$ cat src/ba_pkg.sv
`timescale 1ns / 1ps
`default_nettype none

package ba_pkg;

  localparam int unsigned POOL_BYTES   = 4096;
  localparam int unsigned MIN_BYTES    = 16;
  localparam int unsigned HEADER_BYTES = 16;

  localparam int unsigned TOP_ORDER  = $clog2(POOL_BYTES);
  localparam int unsigned LOW_ORDER  = $clog2(MIN_BYTES);
  localparam int unsigned UNIT_COUNT = POOL_BYTES / MIN_BYTES;
  localparam int unsigned UNIT_AW    = $clog2(UNIT_COUNT);
  localparam int unsigned ROW_COUNT  = TOP_ORDER - LOW_ORDER + 1;
  localparam int unsigned ROW_AW     = $clog2(ROW_COUNT);
  localparam int unsigned GRP_SIZE   = 16;
  localparam int unsigned GRP_AW     = $clog2(GRP_SIZE);
  localparam int unsigned GRP_COUNT  = UNIT_COUNT / GRP_SIZE;

  localparam int unsigned REQ_W = 13;
  localparam int unsigned OFF_W = 12;
  localparam int unsigned ORD_W = 4;

  typedef enum logic [1:0] {
    ST_OK        = 2'd0,
    ST_TOO_LARGE = 2'd1,
    ST_NO_SPACE  = 2'd2,
    ST_BAD_FREE  = 2'd3
  } status_e;

  typedef enum logic [3:0] {
    DP_NOP,
    DP_LOAD,
    DP_ALLOC_OPEN,
    DP_FREE_OPEN,
    DP_RD,
    DP_RD_DOWN,
    DP_TREE,
    DP_TAKE,
    DP_NEXT_UP,
    DP_SPLIT_WR,
    DP_GRANT,
    DP_MERGE,
    DP_MARK,
    DP_ERR
  } dp_op_e;

  typedef struct packed {
    dp_op_e  op;
    status_e err;
    logic    out_load;
  } dp_cmd_t;

  typedef struct packed {
    logic is_free;
    logic too_large;
    logic pre_bad;
    logic so_bad;
    logic found;
    logic at_top;
    logic above_k;
    logic buddy_free;
    logic out_busy;
  } dp_sts_t;

endpackage

`default_nettype wire

$ cat src/ba_ctrl.sv
`timescale 1ns / 1ps
`default_nettype none

module ba_ctrl (
  input  wire logic            clk_i,
  input  wire logic            rst_ni,
  input  wire logic            in_valid_i,
  output logic                 in_stall_o,
  input  wire ba_pkg::dp_sts_t sts_i,
  output ba_pkg::dp_cmd_t      cmd_o
);
  import ba_pkg::*;

  typedef enum logic [3:0] {
    S_IDLE,
    S_DECODE,
    S_A_RD,
    S_A_T1,
    S_A_T2,
    S_A_SCHK,
    S_A_SW,
    S_M_CHK,
    S_M_TST,
    S_M_SET,
    S_FIN
  } state_e;

  state_e state_q, state_d;

  always_comb begin
    state_d      = state_q;
    cmd_o.op       = DP_NOP;
    cmd_o.err      = ST_OK;
    cmd_o.out_load = 1'b0;
    case (state_q)
      S_IDLE: begin
        if (in_valid_i) begin
          cmd_o.op = DP_LOAD;
          state_d  = S_DECODE;
        end
      end
      S_DECODE: begin
        if (!sts_i.is_free) begin
          if (sts_i.too_large) begin
            cmd_o.op  = DP_ERR;
            cmd_o.err = ST_TOO_LARGE;
            state_d   = S_FIN;
          end else begin
            cmd_o.op = DP_ALLOC_OPEN;
            state_d  = S_A_RD;
          end
        end else if (sts_i.pre_bad || sts_i.so_bad) begin
          cmd_o.op  = DP_ERR;
          cmd_o.err = ST_BAD_FREE;
          state_d   = S_FIN;
        end else begin
          cmd_o.op = DP_FREE_OPEN;
          state_d  = S_M_CHK;
        end
      end
      S_A_RD: begin
        cmd_o.op = DP_RD;
        state_d  = S_A_T1;
      end
      S_A_T1: begin
        cmd_o.op = DP_TREE;
        state_d  = S_A_T2;
      end
      S_A_T2: begin
        if (sts_i.found) begin
          cmd_o.op = DP_TAKE;
          state_d  = S_A_SCHK;
        end else if (sts_i.at_top) begin
          cmd_o.op  = DP_ERR;
          cmd_o.err = ST_NO_SPACE;
          state_d   = S_FIN;
        end else begin
          cmd_o.op = DP_NEXT_UP;
          state_d  = S_A_RD;
        end
      end
      S_A_SCHK: begin
        if (sts_i.above_k) begin
          cmd_o.op = DP_RD_DOWN;
          state_d  = S_A_SW;
        end else begin
          cmd_o.op = DP_GRANT;
          state_d  = S_FIN;
        end
      end
      S_A_SW: begin
        cmd_o.op = DP_SPLIT_WR;
        state_d  = S_A_SCHK;
      end
      S_M_CHK: begin
        cmd_o.op = DP_RD;
        state_d  = sts_i.at_top ? S_M_SET : S_M_TST;
      end
      S_M_TST: begin
        if (sts_i.buddy_free) begin
          cmd_o.op = DP_MERGE;
          state_d  = S_M_CHK;
        end else begin
          state_d = S_M_SET;
        end
      end
      S_M_SET: begin
        cmd_o.op = DP_MARK;
        state_d  = S_FIN;
      end
      S_FIN: begin
        if (!sts_i.out_busy) begin
          cmd_o.out_load = 1'b1;
          state_d        = S_IDLE;
        end
      end
      default: state_d = S_IDLE;
    endcase
  end

  always_ff @(posedge clk_i or negedge rst_ni) begin
    if (!rst_ni) begin
      state_q <= S_IDLE;
    end else begin
      state_q <= state_d;
    end
  end

  assign in_stall_o = (state_q != S_IDLE);

endmodule

`default_nettype wire

$ cat config.mk
export PLATFORM = sky130hd
export DESIGN_NAME = ba_ctrl
export DESIGN_NICKNAME = d
export VERILOG_FILES = /design/src/ba_pkg.sv /design/src/ba_ctrl.sv
export SDC_FILE = /design/constraint.sdc
export NUM_CORES = 1
export LEC_CHECK = 0
export BUFFER_PORTS_ARGS = -buffer_cell sky130_fd_sc_hd__buf_4
export CORE_UTILIZATION = 43
export CTS_CLUSTER_SIZE = 14
export DETAILED_ROUTE_END_ITERATION = 10
export GPL_TIMING_DRIVEN = 0
export HOLD_SLACK_MARGIN = 0.15
export PLACE_DENSITY = 0.73
export SLEW_MARGIN = 30
export SYNTH_ARGS = -nofsm -noshare
export SYNTH_HDL_FRONTEND = slang
export SYNTH_SLANG_ARGS = --single-unit
$ cat constraint.sdc
create_clock -name clk_i -period 1.4 [get_ports clk_i]
set_clock_uncertainty 0.15 [all_clocks]
set_input_delay 0.07 -clock clk_i [delete_from_list [all_inputs] [get_ports clk_i]]
set_output_delay 0.07 -clock clk_i [all_outputs]
set_load 0.02 [all_outputs]
==> summary.txt, run 1 <==
GRT
  • Largest net degree at the start of global routing: 11

Synth
  • Yosys top cell by area: dfrtp_1
  • Post-synth top area share: 17.7%
  • Mapped Nets: 90
  • Syn Inst Count: 78
  • Seq/Total Area, Yosys: 17.7%
  • Syn Area/Cell: 7.23 µm²
  • Async set or reset register ratio after synthesis: 100%
  • Number of synthesized flops with an enable pin: 0
  • Top cells by count, synth: 8 x nand2_1, 8 x nor2_1, 7 x a21oi_1, 7 x o21ai_0
  • Yosys cell types: 36
  • Primary FF master, synth: dfrtp_1
  • #FFs+latches synth: 4
  • Ranking of synthesized cells by area: dfrtp_1 18%, a21oi_1 6.2%, o21ai_0 6.2%
  • Synthesis Warnings: 0
  • Syn Std Cell Area: 564 µm²

Status
  • First reported error: [ERROR DPL-0038] Utilization greater than 100%, impossible to legalize
  • Fail Step: 5_1_grt
  • Status: did not finish

Die
  • Die span in y: 38.2 µm
  • I/O pins: 20
  • Die Wd: 38.2 µm
  • Initial core utilization: 48.8%
  • # rows: 12

Clocking
  • H-tree depth: 1
  • CTS buffer count: 3
  • Max Root-Sink Buffers: 2
  • Root Buffer Master: clkbuf_4
  • CTS sink count: 4

Placement
  • DP HPWL: 1.12 mm
  • Routability congestion estimate: 0.886
  • IO Port Bufs: 19

Timing
  • Worst EP post-GRT repair: cmd_o[5]
  • Worst ep type: primary output
==> stage by stage <==
| stage | instance area (µm²) | hold slack (ns) | std cells | TNS, ns | setup WS (ns) |
|---|---|---|---|---|---|
| after floorplan | 613 | -0.376 | 78 | -0.444 | -0.165 |
| after global placement | 773 | -0.284 | 111 | -1.85 | -0.326 |
| after detailed placement | 773 | -0.281 | 111 | -1.66 | -0.317 |
| after CTS | 1030 | 0.142 | 132 | -3.32 | -0.524 |
==> logic make-up after synthesis <==
group | synth area share, %
mux | 1.77
compound gates | 34.6
buf+inv | 9.98
simple gates | 35.9
flops | 17.7
==> timing repair <==
action                                  CTS
pin swaps                                 9
buffers inserted                         11
endpoints found under the setup margin   11
gates resized for setup                  20
endpoints found under the hold margin     8
cloned                                    0
hold buffers                              7
==> run 2, diff against run 1 <==
- CORE_AREA: default -> 2 2 63 65
- CORE_UTILIZATION: 43 -> default
- CTS_CLUSTER_SIZE: 14 -> default
- DIE_AREA: default -> 0 0 65 67
- HOLD_SLACK_MARGIN: 0.15 -> default
- PLACE_DENSITY: 0.73 -> default
- PLACE_DENSITY_LB_ADDON: default -> 0.15
- clock period: 1.4 -> 1.8 ns (I/O delays scaled with it)
==> summary.txt, run 2 <==
Route
  • Routed vias: 746
  • Average vias per placed instance: 4.66
  • Routed wire per std cell: 13.3 µm
  • Residual DRC count: 0
  • Routed wire length: 2.14 mm
  • DR pass1 iterations: 4
  • Post-DRT Antenna Nets: 0
  • Iter 0 DRT Violations: 24

Synth
  • Yosys top cell by area: dfrtp_1
  • Synth Area in Compound Gates: 34.6%
  • Ranking of synthesized cells by area: dfrtp_1 18%, a21oi_1 6.2%, o21ai_0 6.2%
  • Synthesis Warnings: 0
  • Adder-Cell Fraction of Synth Area: 0%
  • Top cells by count, synth: 8 x nand2_1, 8 x nor2_1, 7 x a21oi_1, 7 x o21ai_0
  • Seq/Total Area, Yosys: 17.7%
  • Syn Inst Count: 78
  • Syn Area/Cell: 7.23 µm²
  • Post-synth top area share: 17.7%
  • Largest family of logic cells by synthesized area: simple AND/OR/NAND/NOR gates
  • Async set or reset register ratio after synthesis: 100%
  • Primary FF master, synth: dfrtp_1
  • #FFs+latches synth: 4
  • Mapped Nets: 90
  • Area share of and/or/nand/nor cells after synthesis: 35.9%
  • Number of synthesized flops with an enable pin: 0
  • Syn Std Cell Area: 564 µm²
  • Synthesized-area fraction occupied by xor and xnor cells: 0%
  • Yosys cell types: 36
  • Mux contribution to synthesized area: 1.77%

Job
  • MaxCap Viol Count: 0

Timing
  • Setup ws final: -0.152 ns
  • Setup total negative slack: -0.389 ns
  • Final period util: 108%
  • RSZ-0062 raised after global routing: true
  • Hold Slack: 0.0161 ns
  • Slew Limit Fails: 0
  • Worst Tran Pin Value: 0.373 ns
  • Achievable Freq: 0.512 GHz
  • Final Hold Fails: 0
  • Final setup viols: 4
  • Slew headroom: 74.8%
  • Tmin final: 1.95 ns

Critical path
  • Crit-path leading delay family: simple AND/OR/NAND/NOR gates
  • Startpoint Class: flip-flop
  • CP bufs+invs: 3
  • Slowest stage delay, CP: 0.52 ns
  • CP dominant cell by count: buf_6
  • Critical Path End Type: primary output
  • CP Class: reg2out
  • Crit-path slowest cell: or4_4
  • Cells along the critical path: buf_6, buf_4, and3_4, or4_4, buf_6
  • CP Data Arrival Time: 1.71 ns
  • Worst Path Required: 1.56 ns
  • Worst-path maximum fanout: 4

Clocking
  • Clock latency on the worst-skew pair: 0.22 ns
  • H-tree depth: 1
  • CTS buffer count: 3
  • Root Buffer Master: clkbuf_8
  • CTS tree: built
  • CTS clock-pin slew for the worst setup and hold paths: 0.03 ns
  • CTS sink count: 4
  • Max Root-Sink Buffers: 2

Power and ir drop
  • Gate power share: 79.5%
  • Maximum VDD drop: 0.531 mV
  • Total Power: 1.82 mW
  • P_sw: 815 µW
  • Sequential power share: 10.1%
  • Cell area power density: 1870 nW/µm²
  • Switching part of the total: 44.9%
  • Internal power: 1.00 mW
  • Clock network fraction of total power: 10.3%
  • Lkg Pwr: 0.431 nW

Placement
  • IO Port Bufs: 19
  • DP HPWL: 1.51 mm
  • Routability congestion estimate: 0.806
  • Post-DP Area: 769 µm²

Die
  • I/O pins: 20
  • Initial core utilization: 15.6%
  • Die Wd: 65 µm
  • # rows: 22
  • Die Area: 4360 µm²
  • Core Region: 3610 µm²
  • Die span in y: 67 µm

GRT
  • Largest net degree at the start of global routing: 11
  • First-pass GRT wire length: 3.57 mm
  • Number of global-route vias before repair: 739
  • Antenna violations before repair: 0
  • GRT Total Usage: 10.7%
  • Global route total overflow: 0

Cells and area
  • Largest register by flop count: state_q
  • Antenna Cells: 0
  • Largest register FFs: 4
  • Commonest non-fill, non-tap cells in the layout: 30 x buf_4, 8 x nand2_1, 7 x nor2_1, 7 x a21oi_1, 6 x buf_6
  • Layout cell share with drive strength beyond 1: 50.9%
  • Finished Cell Area: 972 µm²
  • Final nets: 126
  • Largest registers: state_q (4)
  • Core Util, Final: 27.0%
  • Commonest non-fill, non-tap cell in the layout: buf_4
  • Area Overhead vs Synth: 72.3%

Status
  • Status: finished with violations
  • Failing checks: setup timing

Hold path
  • Hold/Removal Path Class: in2reg
-- run 2: cell families (layout without fill, tap and decap cells) --
logic type | Yosys count | in the layout
and+or+nand+nor | 33 | 33
AOI/OAI and AO/OA | 30 | 30
buffers and inverters | 10 | 44
DFF | 4 | 4
muxes | 1 | 1
-- run 2: power groups by stage --
stage / clock network (mW) / logic, mW / registers [mW]
finish: 0.188 / 1.44 / 0.184
global placement: 0 / 1.13 / 0.159
global route: 0.199 / 1.58 / 0.190
floorplan: 0 / 0.785 / 0.154
CTS: 0.195 / 1.36 / 0.184
detailed placement: 0 / 1.13 / 0.161
-- run 2: worst register-to-register path, delay by kind of cell, from the launching register on --
family,cells,cell delay (ns)
AOI/OAI and AO/OA,2,0.47
DFF,1,0.36
and+or+nand+nor,2,0.32
buffers and inverters,2,0.25
-- run 2: final timing paths --
kind | from | end | slack, ns | cells past startpoint
min in group asynchronous | rst_ni | state_q[0] | 0.06 | 2
hold reg to reg | state_q[3] | state_q[1] | 0.71 | 4
setup / recovery | state_q[0] | cmd_o[5] | -0.15 | 5
max in group asynchronous | rst_ni | state_q[2] | 1.33 | 2
setup reg to reg | state_q[1] | state_q[2] | 0.11 | 6
hold / removal | sts_i[0] | state_q[1] | 0.02 | 3
-- run 2: metrics by stage --
stage                     worst slack, ns  instances
after global placement             -0.137        145
after CTS                          -0.154        157
after detailed placement           -0.101        145
final                              -0.152        160
after floorplan                    0.0537         78
after global routing               -0.220        160
-- run 2: cell type report --
type | instances | area (µm²)
Fill cell | 413 | 2630
Multi-Input combinational cell | 64 | 447
Timing Repair Buffer | 32 | 246
Sequential cell | 4 | 103
Buffer | 6 | 61.3
Tap cell | 48 | 60.1
Clock buffer | 3 | 41.3
Inverter | 3 | 13.8
-- run 2: metal layers --
metal | GRT usage, % | vias to the layer above | part of all wire [%]
li1 | - | 360 | -
met3 | 3.55 | 4 | 6.0
met5 | 0 | - | 0
met2 | 17.4 | 25 | 44
met4 | 3.19 | 0 | 1.5
met1 | 13.3 | 357 | 48
-- run 2: repair_timing --
action | CTS | global route
setup endpoints to repair | 6 | 6
gates resized for setup | 19 | 3
buffers inserted | 9 | 3
endpoints found under the hold margin | 4 | 0
hold buffers | 1 | 0
pin swaps | 3 | 2
Note: power is estimated with default switching activity, not from simulation.
==> run 3, diff against run 2 <==
- CELL_PAD_IN_SITES_DETAIL_PLACEMENT: default -> 1
- CELL_PAD_IN_SITES_GLOBAL_PLACEMENT: default -> 2
==> summary.txt, run 3 (synthesis gave the netlist of run 2 again) <==
Timing
  • Final period util: 111%
  • RSZ-0062 raised after global routing: true
  • Slew Limit Fails: 0
  • Final Hold Fails: 0
  • Final setup viols: 5
  • Hold Slack: 0.0506 ns
  • Tmin final: 1.99 ns
  • Achievable Freq: 0.502 GHz
  • Worst Tran Pin Value: 0.345 ns
  • Slew headroom: 76.7%
  • Setup ws final: -0.192 ns

Cells and area
  • Largest register by flop count: state_q
  • Commonest non-fill, non-tap cell in the layout: buf_4
  • Largest registers: state_q (4)
  • Commonest non-fill, non-tap cells in the layout: 27 x buf_4, 8 x nand2_1, 7 x a21oi_1
  • Layout cell share with drive strength beyond 1: 52.7%
  • Area Overhead vs Synth: 77.4%
  • Post-Layout Cell Count: 158
  • Final nets: 124
  • Antenna Cells: 0
  • Largest register FFs: 4
  • Core Util, Final: 27.8%

Clocking
  • Root Buffer Master: clkbuf_8
  • CTS buffer count: 3
  • H-tree depth: 1
  • CTS sink count: 4
  • CTS clock-pin slew for the worst setup and hold paths: 0.03 ns
  • Clock latency on the worst-skew pair: 0.21 ns
  • Max Root-Sink Buffers: 2
  • CTS tree: built

Route
  • DR pass1 iterations: 4
  • Residual DRC count: 0
  • Routed vias: 715
  • Wl on met1: 1.03 mm
  • Average vias per placed instance: 4.53
  • Routed wire length: 2.35 mm
  • Post-DRT Antenna Nets: 0
  • Met3 wire length: 79 µm
  • Iter 0 DRT Violations: 21
  • Routed met2 length: 1.25 mm
  • DR top layer: met3
  • Routed wire per std cell: 14.9 µm

Hold path
  • Hold/Removal Path Class: in2reg
  • Hold Path Origin: sts_i[0]

Die
  • Core Region: 3610 µm²
  • Die span in y: 67 µm
  • I/O pins: 20
  • Die Area: 4360 µm²
  • # rows: 22
  • Die Wd: 65 µm
  • Initial core utilization: 15.6%

GRT
  • GRT Total Usage: 10.9%
  • Antenna violations before repair: 0
  • Global route total overflow: 0
  • First-pass GRT wire length: 3.59 mm
  • Number of global-route vias before repair: 748
  • Largest net degree at the start of global routing: 11

Power and ir drop
  • Lkg Pwr: 0.429 nW
  • Cell area power density: 1840 nW/µm²
  • Maximum VDD drop: 0.384 mV
  • Total Power: 1.84 mW

Critical path
  • CP Class: reg2out
  • Critical Path End Type: primary output
  • CP Data Arrival Time: 1.75 ns
  • R2r startpoint: state_q[2]
  • Startpoint Class: flip-flop
  • Worst-path maximum fanout: 7
  • Worst Setup SP: state_q[0]
  • Worst Path Required: 1.56 ns

Placement
  • DP HPWL: 1.66 mm
  • IO Port Bufs: 19
  • Routability congestion estimate: 0.681
  • Placed Cells: 145
  • Pre-CTS setup slack: -0.161 ns

Status
  • Failing checks: setup timing
  • Status: finished with violations

Job
  • MaxCap Viol Count: 0
## run 3: power breakdown
group	total [mW]	switching [mW]	leakage, nW	internal (mW)
logic	1.44	0.731	0.360	0.712
registers	0.216	0.0776	0.0473	0.139
clock network	0.185	0.0425	0.0216	0.142
total	1.84	0.851	0.429	0.993
## run 3: layout make-up
cell class | instances | area (µm²)
Timing Repair Buffer | 31 | 246
Inverter | 3 | 13.8
Clock buffer | 3 | 41.3
Multi-Input combinational cell | 64 | 484
Fill cell | 438 | 2610
Buffer | 5 | 52.6
Sequential cell | 4 | 103
Tap cell | 48 | 60.1
## run 3: final timing paths
kind | end | slack, ns | depth (start not counted)
min reg2reg | state_q[0] | 0.61 | 3
max reg2reg | state_q[2] | 0.08 | 6
max in group asynchronous | state_q[3] | 1.33 | 2
min in group asynchronous | state_q[0] | 0.06 | 2
max | cmd_o[5] | -0.19 | 6
min | state_q[1] | 0.05 | 3
## run 3: what timing repair did
| item | 4_1_cts | 5_1_grt |
|---|---|---|
| hold endpoints to repair | 4 | 0 |
| buffers inserted | 7 | 4 |
| gates resized for setup | 23 | 7 |
| endpoints found under the setup margin | 7 | 6 |
| pin swaps | 6 | 3 |
| hold buffers | 1 | 0 |
## run 3: worst max-delay path, cell delays in order (launching register included)
cell,delay (ns)
dfrtp_1,0.38
buf_6,0.14
and2b_2,0.22
nand3_2,0.09
nand2_1,0.06
or4_4,0.51
buf_6,0.15
## run 3: stage by stage
stage / cell area (µm²) / TNS, ns
global route: 1000 / -0.787
global placement: 769 / -0.442
detailed placement: 769 / -0.221
finish: 1000 / -0.406
floorplan: 567 / 0
CTS: 943 / -0.491
## run 3: metal layers
layer	up-vias	track usage (%)
met5	-	0
met4	0	3.99
met3	0	2.70
met2	11	19.5
met1	351	12.6
li1	353	-
==> run 4, diff against run 3 <==
==> constraint.sdc (replaced) <==
create_clock -name clk_i -period 1.8 [get_ports clk_i]
set_clock_uncertainty 0.15 [all_clocks]
set_input_delay 0.18 -clock clk_i [delete_from_list [all_inputs] [get_ports clk_i]]
set_output_delay 0.18 -clock clk_i [all_outputs]
set_load 0.02 [all_outputs]
==> summary.txt, run 4 (synthesis gave the netlist of run 2 again) <==
Timing
  • Final setup viols: 6
  • Worst Tran Pin Value: 0.349 ns
  • Tmin final: 2.08 ns
  • Slew headroom: 76.6%
  • Setup ws final: -0.278 ns
  • Setup total negative slack: -0.850 ns
  • Slew Limit Fails: 0
  • RSZ-0062 raised after global routing: true
  • Achievable Freq: 0.481 GHz
  • Final Hold Fails: 0
  • Final period util: 115%

Route
  • Residual DRC count: 0
  • Routed vias: 742
  • Average vias per placed instance: 4.55
  • DR pass1 iterations: 4
  • Post-DRT Antenna Nets: 0
  • Routed wire per std cell: 14.5 µm
  • Routed wire length: 2.36 mm
  • Iter 0 DRT Violations: 8

Critical path
  • R2r startpoint: state_q[0]
  • Worst R2R End: state_q[2]
  • Startpoint Class: flip-flop
  • Worst-path maximum fanout: 6
  • Worst Path Required: 1.47 ns
  • Critical Path End Type: primary output
  • CP Class: reg2out
  • Worst R2R Setup Slack: -0.01 ns
  • Reg2Reg Depth: 7
  • CP Data Arrival Time: 1.75 ns

Clocking
  • H-tree depth: 1
  • CTS sink count: 4
  • Max Root-Sink Buffers: 2
  • Clock latency on the worst-skew pair: 0.22 ns
  • CTS buffer count: 3
  • CTS clock-pin slew for the worst setup and hold paths: 0.03 ns
  • Root Buffer Master: clkbuf_8
  • CTS tree: built

Cells and area
  • Fill cells: 440
  • Largest registers: state_q (4)
  • Final nets: 129
  • Largest register FFs: 4
  • Antenna Cells: 0
  • Core Util, Final: 28.1%
  • Commonest non-fill, non-tap cells in the layout: 29 x buf_4, 8 x buf_6, 8 x nand2_1
  • Largest register by flop count: state_q
  • Footprint of the multi-input gates: 452 µm²
  • Post-Layout Cell Count: 163
  • Layout cell share with drive strength beyond 1: 52.2%
  • Commonest non-fill, non-tap cell in the layout: buf_4
  • Area Overhead vs Synth: 79.4%
  • FF+latch area: 103 µm²

Die
  • Die span in y: 67 µm
  • Die Area: 4360 µm²
  • # rows: 22
  • Core Region: 3610 µm²
  • I/O pins: 20
  • Die Wd: 65 µm
  • Initial core utilization: 15.6%

Hold path
  • Hold Path Origin: sts_i[0]
  • Hold endpoint: state_q[1]
  • Hold depth: 3
  • Hold/Removal Path Class: in2reg

Job
  • MaxCap Viol Count: 0

GRT
  • First-pass GRT wire length: 3.75 mm
  • Number of global-route vias before repair: 764
  • Largest net degree at the start of global routing: 11
  • Global route total overflow: 0
  • Antenna violations before repair: 0
  • GRT Total Usage: 11.5%

Power and ir drop
  • Maximum VDD drop: 0.375 mV
  • Switching part of the total: 45.0%
  • Lkg Pwr: 0.450 nW
  • Total Power: 1.88 mW
  • Gate power share: 79.5%
  • P_sw: 845 µW
  • Cell area power density: 1860 nW/µm²
  • Internal power: 1.03 mW
  • Sequential power share: 10.2%
  • Clock network fraction of total power: 10.3%

Placement
  • IO Port Bufs: 19
  • Routability congestion estimate: 0.671
  • Placed Cells: 145
  • DP HPWL: 1.72 mm

Status
  • Status: finished with violations
  • Failing checks: setup timing
[run 4: cell count changes in the layout (fill, tap and decap cells not counted), sizes merged]
cell	previous run	this run
buf	34	39
[run 4: cell type report]
type / count / area share (%)
inverters: 3 / 1.36
clock buffers: 3 / 4.08
multi-input cells: 64 / 44.6
flip-flops and latches: 4 / 10.1
plain buffers: 6 / 5.81
well taps: 48 / 5.93
repair buffers: 35 / 28.1
[run 4: metal layers]
layer	GRT usage, %	share of wire (%)	wire length (µm)
met5	0	0	0
met4	3.19	0.59	14
met1	14.2	48	1130
met2	20.0	48	1140
met3	2.36	3.5	82
[run 4: timing repair]
action                                  4_1_cts  5_1_grt
gates resized for setup                      16        9
endpoints found under the setup margin        7        7
hold endpoints to repair                      4        0
hold buffers                                  1        0
setup buffers                                 9        6
pin swaps                                     6        3
[run 4: power groups by stage]
stage                     registers (mW)  logic (mW)  clock network, mW
after floorplan                    0.154       0.807                  0
after global placement             0.162        1.18                  0
after detailed placement           0.163        1.17                  0
after CTS                          0.200        1.34              0.200
after global routing               0.197        1.61              0.209
final                              0.192        1.49              0.194
[run 4: how the worst max path moves through the flow]
stage	start	to	slack (ns)	depth (start not counted)
5_1_grt	state_q[0]	cmd_o[5]	-0.33	6
2_1_floorplan	state_q[2]	cmd_o[5]	0.04	5
3_5_place_dp	state_q[2]	cmd_o[6]	-0.20	6
4_1_cts	state_q[0]	cmd_o[5]	-0.29	6
3_3_place_gp	state_q[2]	cmd_o[6]	-0.24	6
6_report	state_q[0]	cmd_o[5]	-0.28	6
[run 4: worst max-delay path, stage by stage (launching register included)]
cell	delay, ns
dfrtp_1	0.38
buf_6	0.13
and2b_2	0.22
nand3_2	0.09
nand2_1	0.05
or4_4	0.51
buf_6	0.15
[run 4: metrics by stage]
step | hold WS, ns | setup slack [ns] | instance area (µm²)
after detailed placement | -0.170 | -0.203 | 773
final | 0.118 | -0.278 | 1010
after global placement | -0.173 | -0.242 | 773
after CTS | 0.121 | -0.290 | 933
after floorplan | -0.266 | 0.0362 | 571
after global routing | 0.150 | -0.326 | 1010
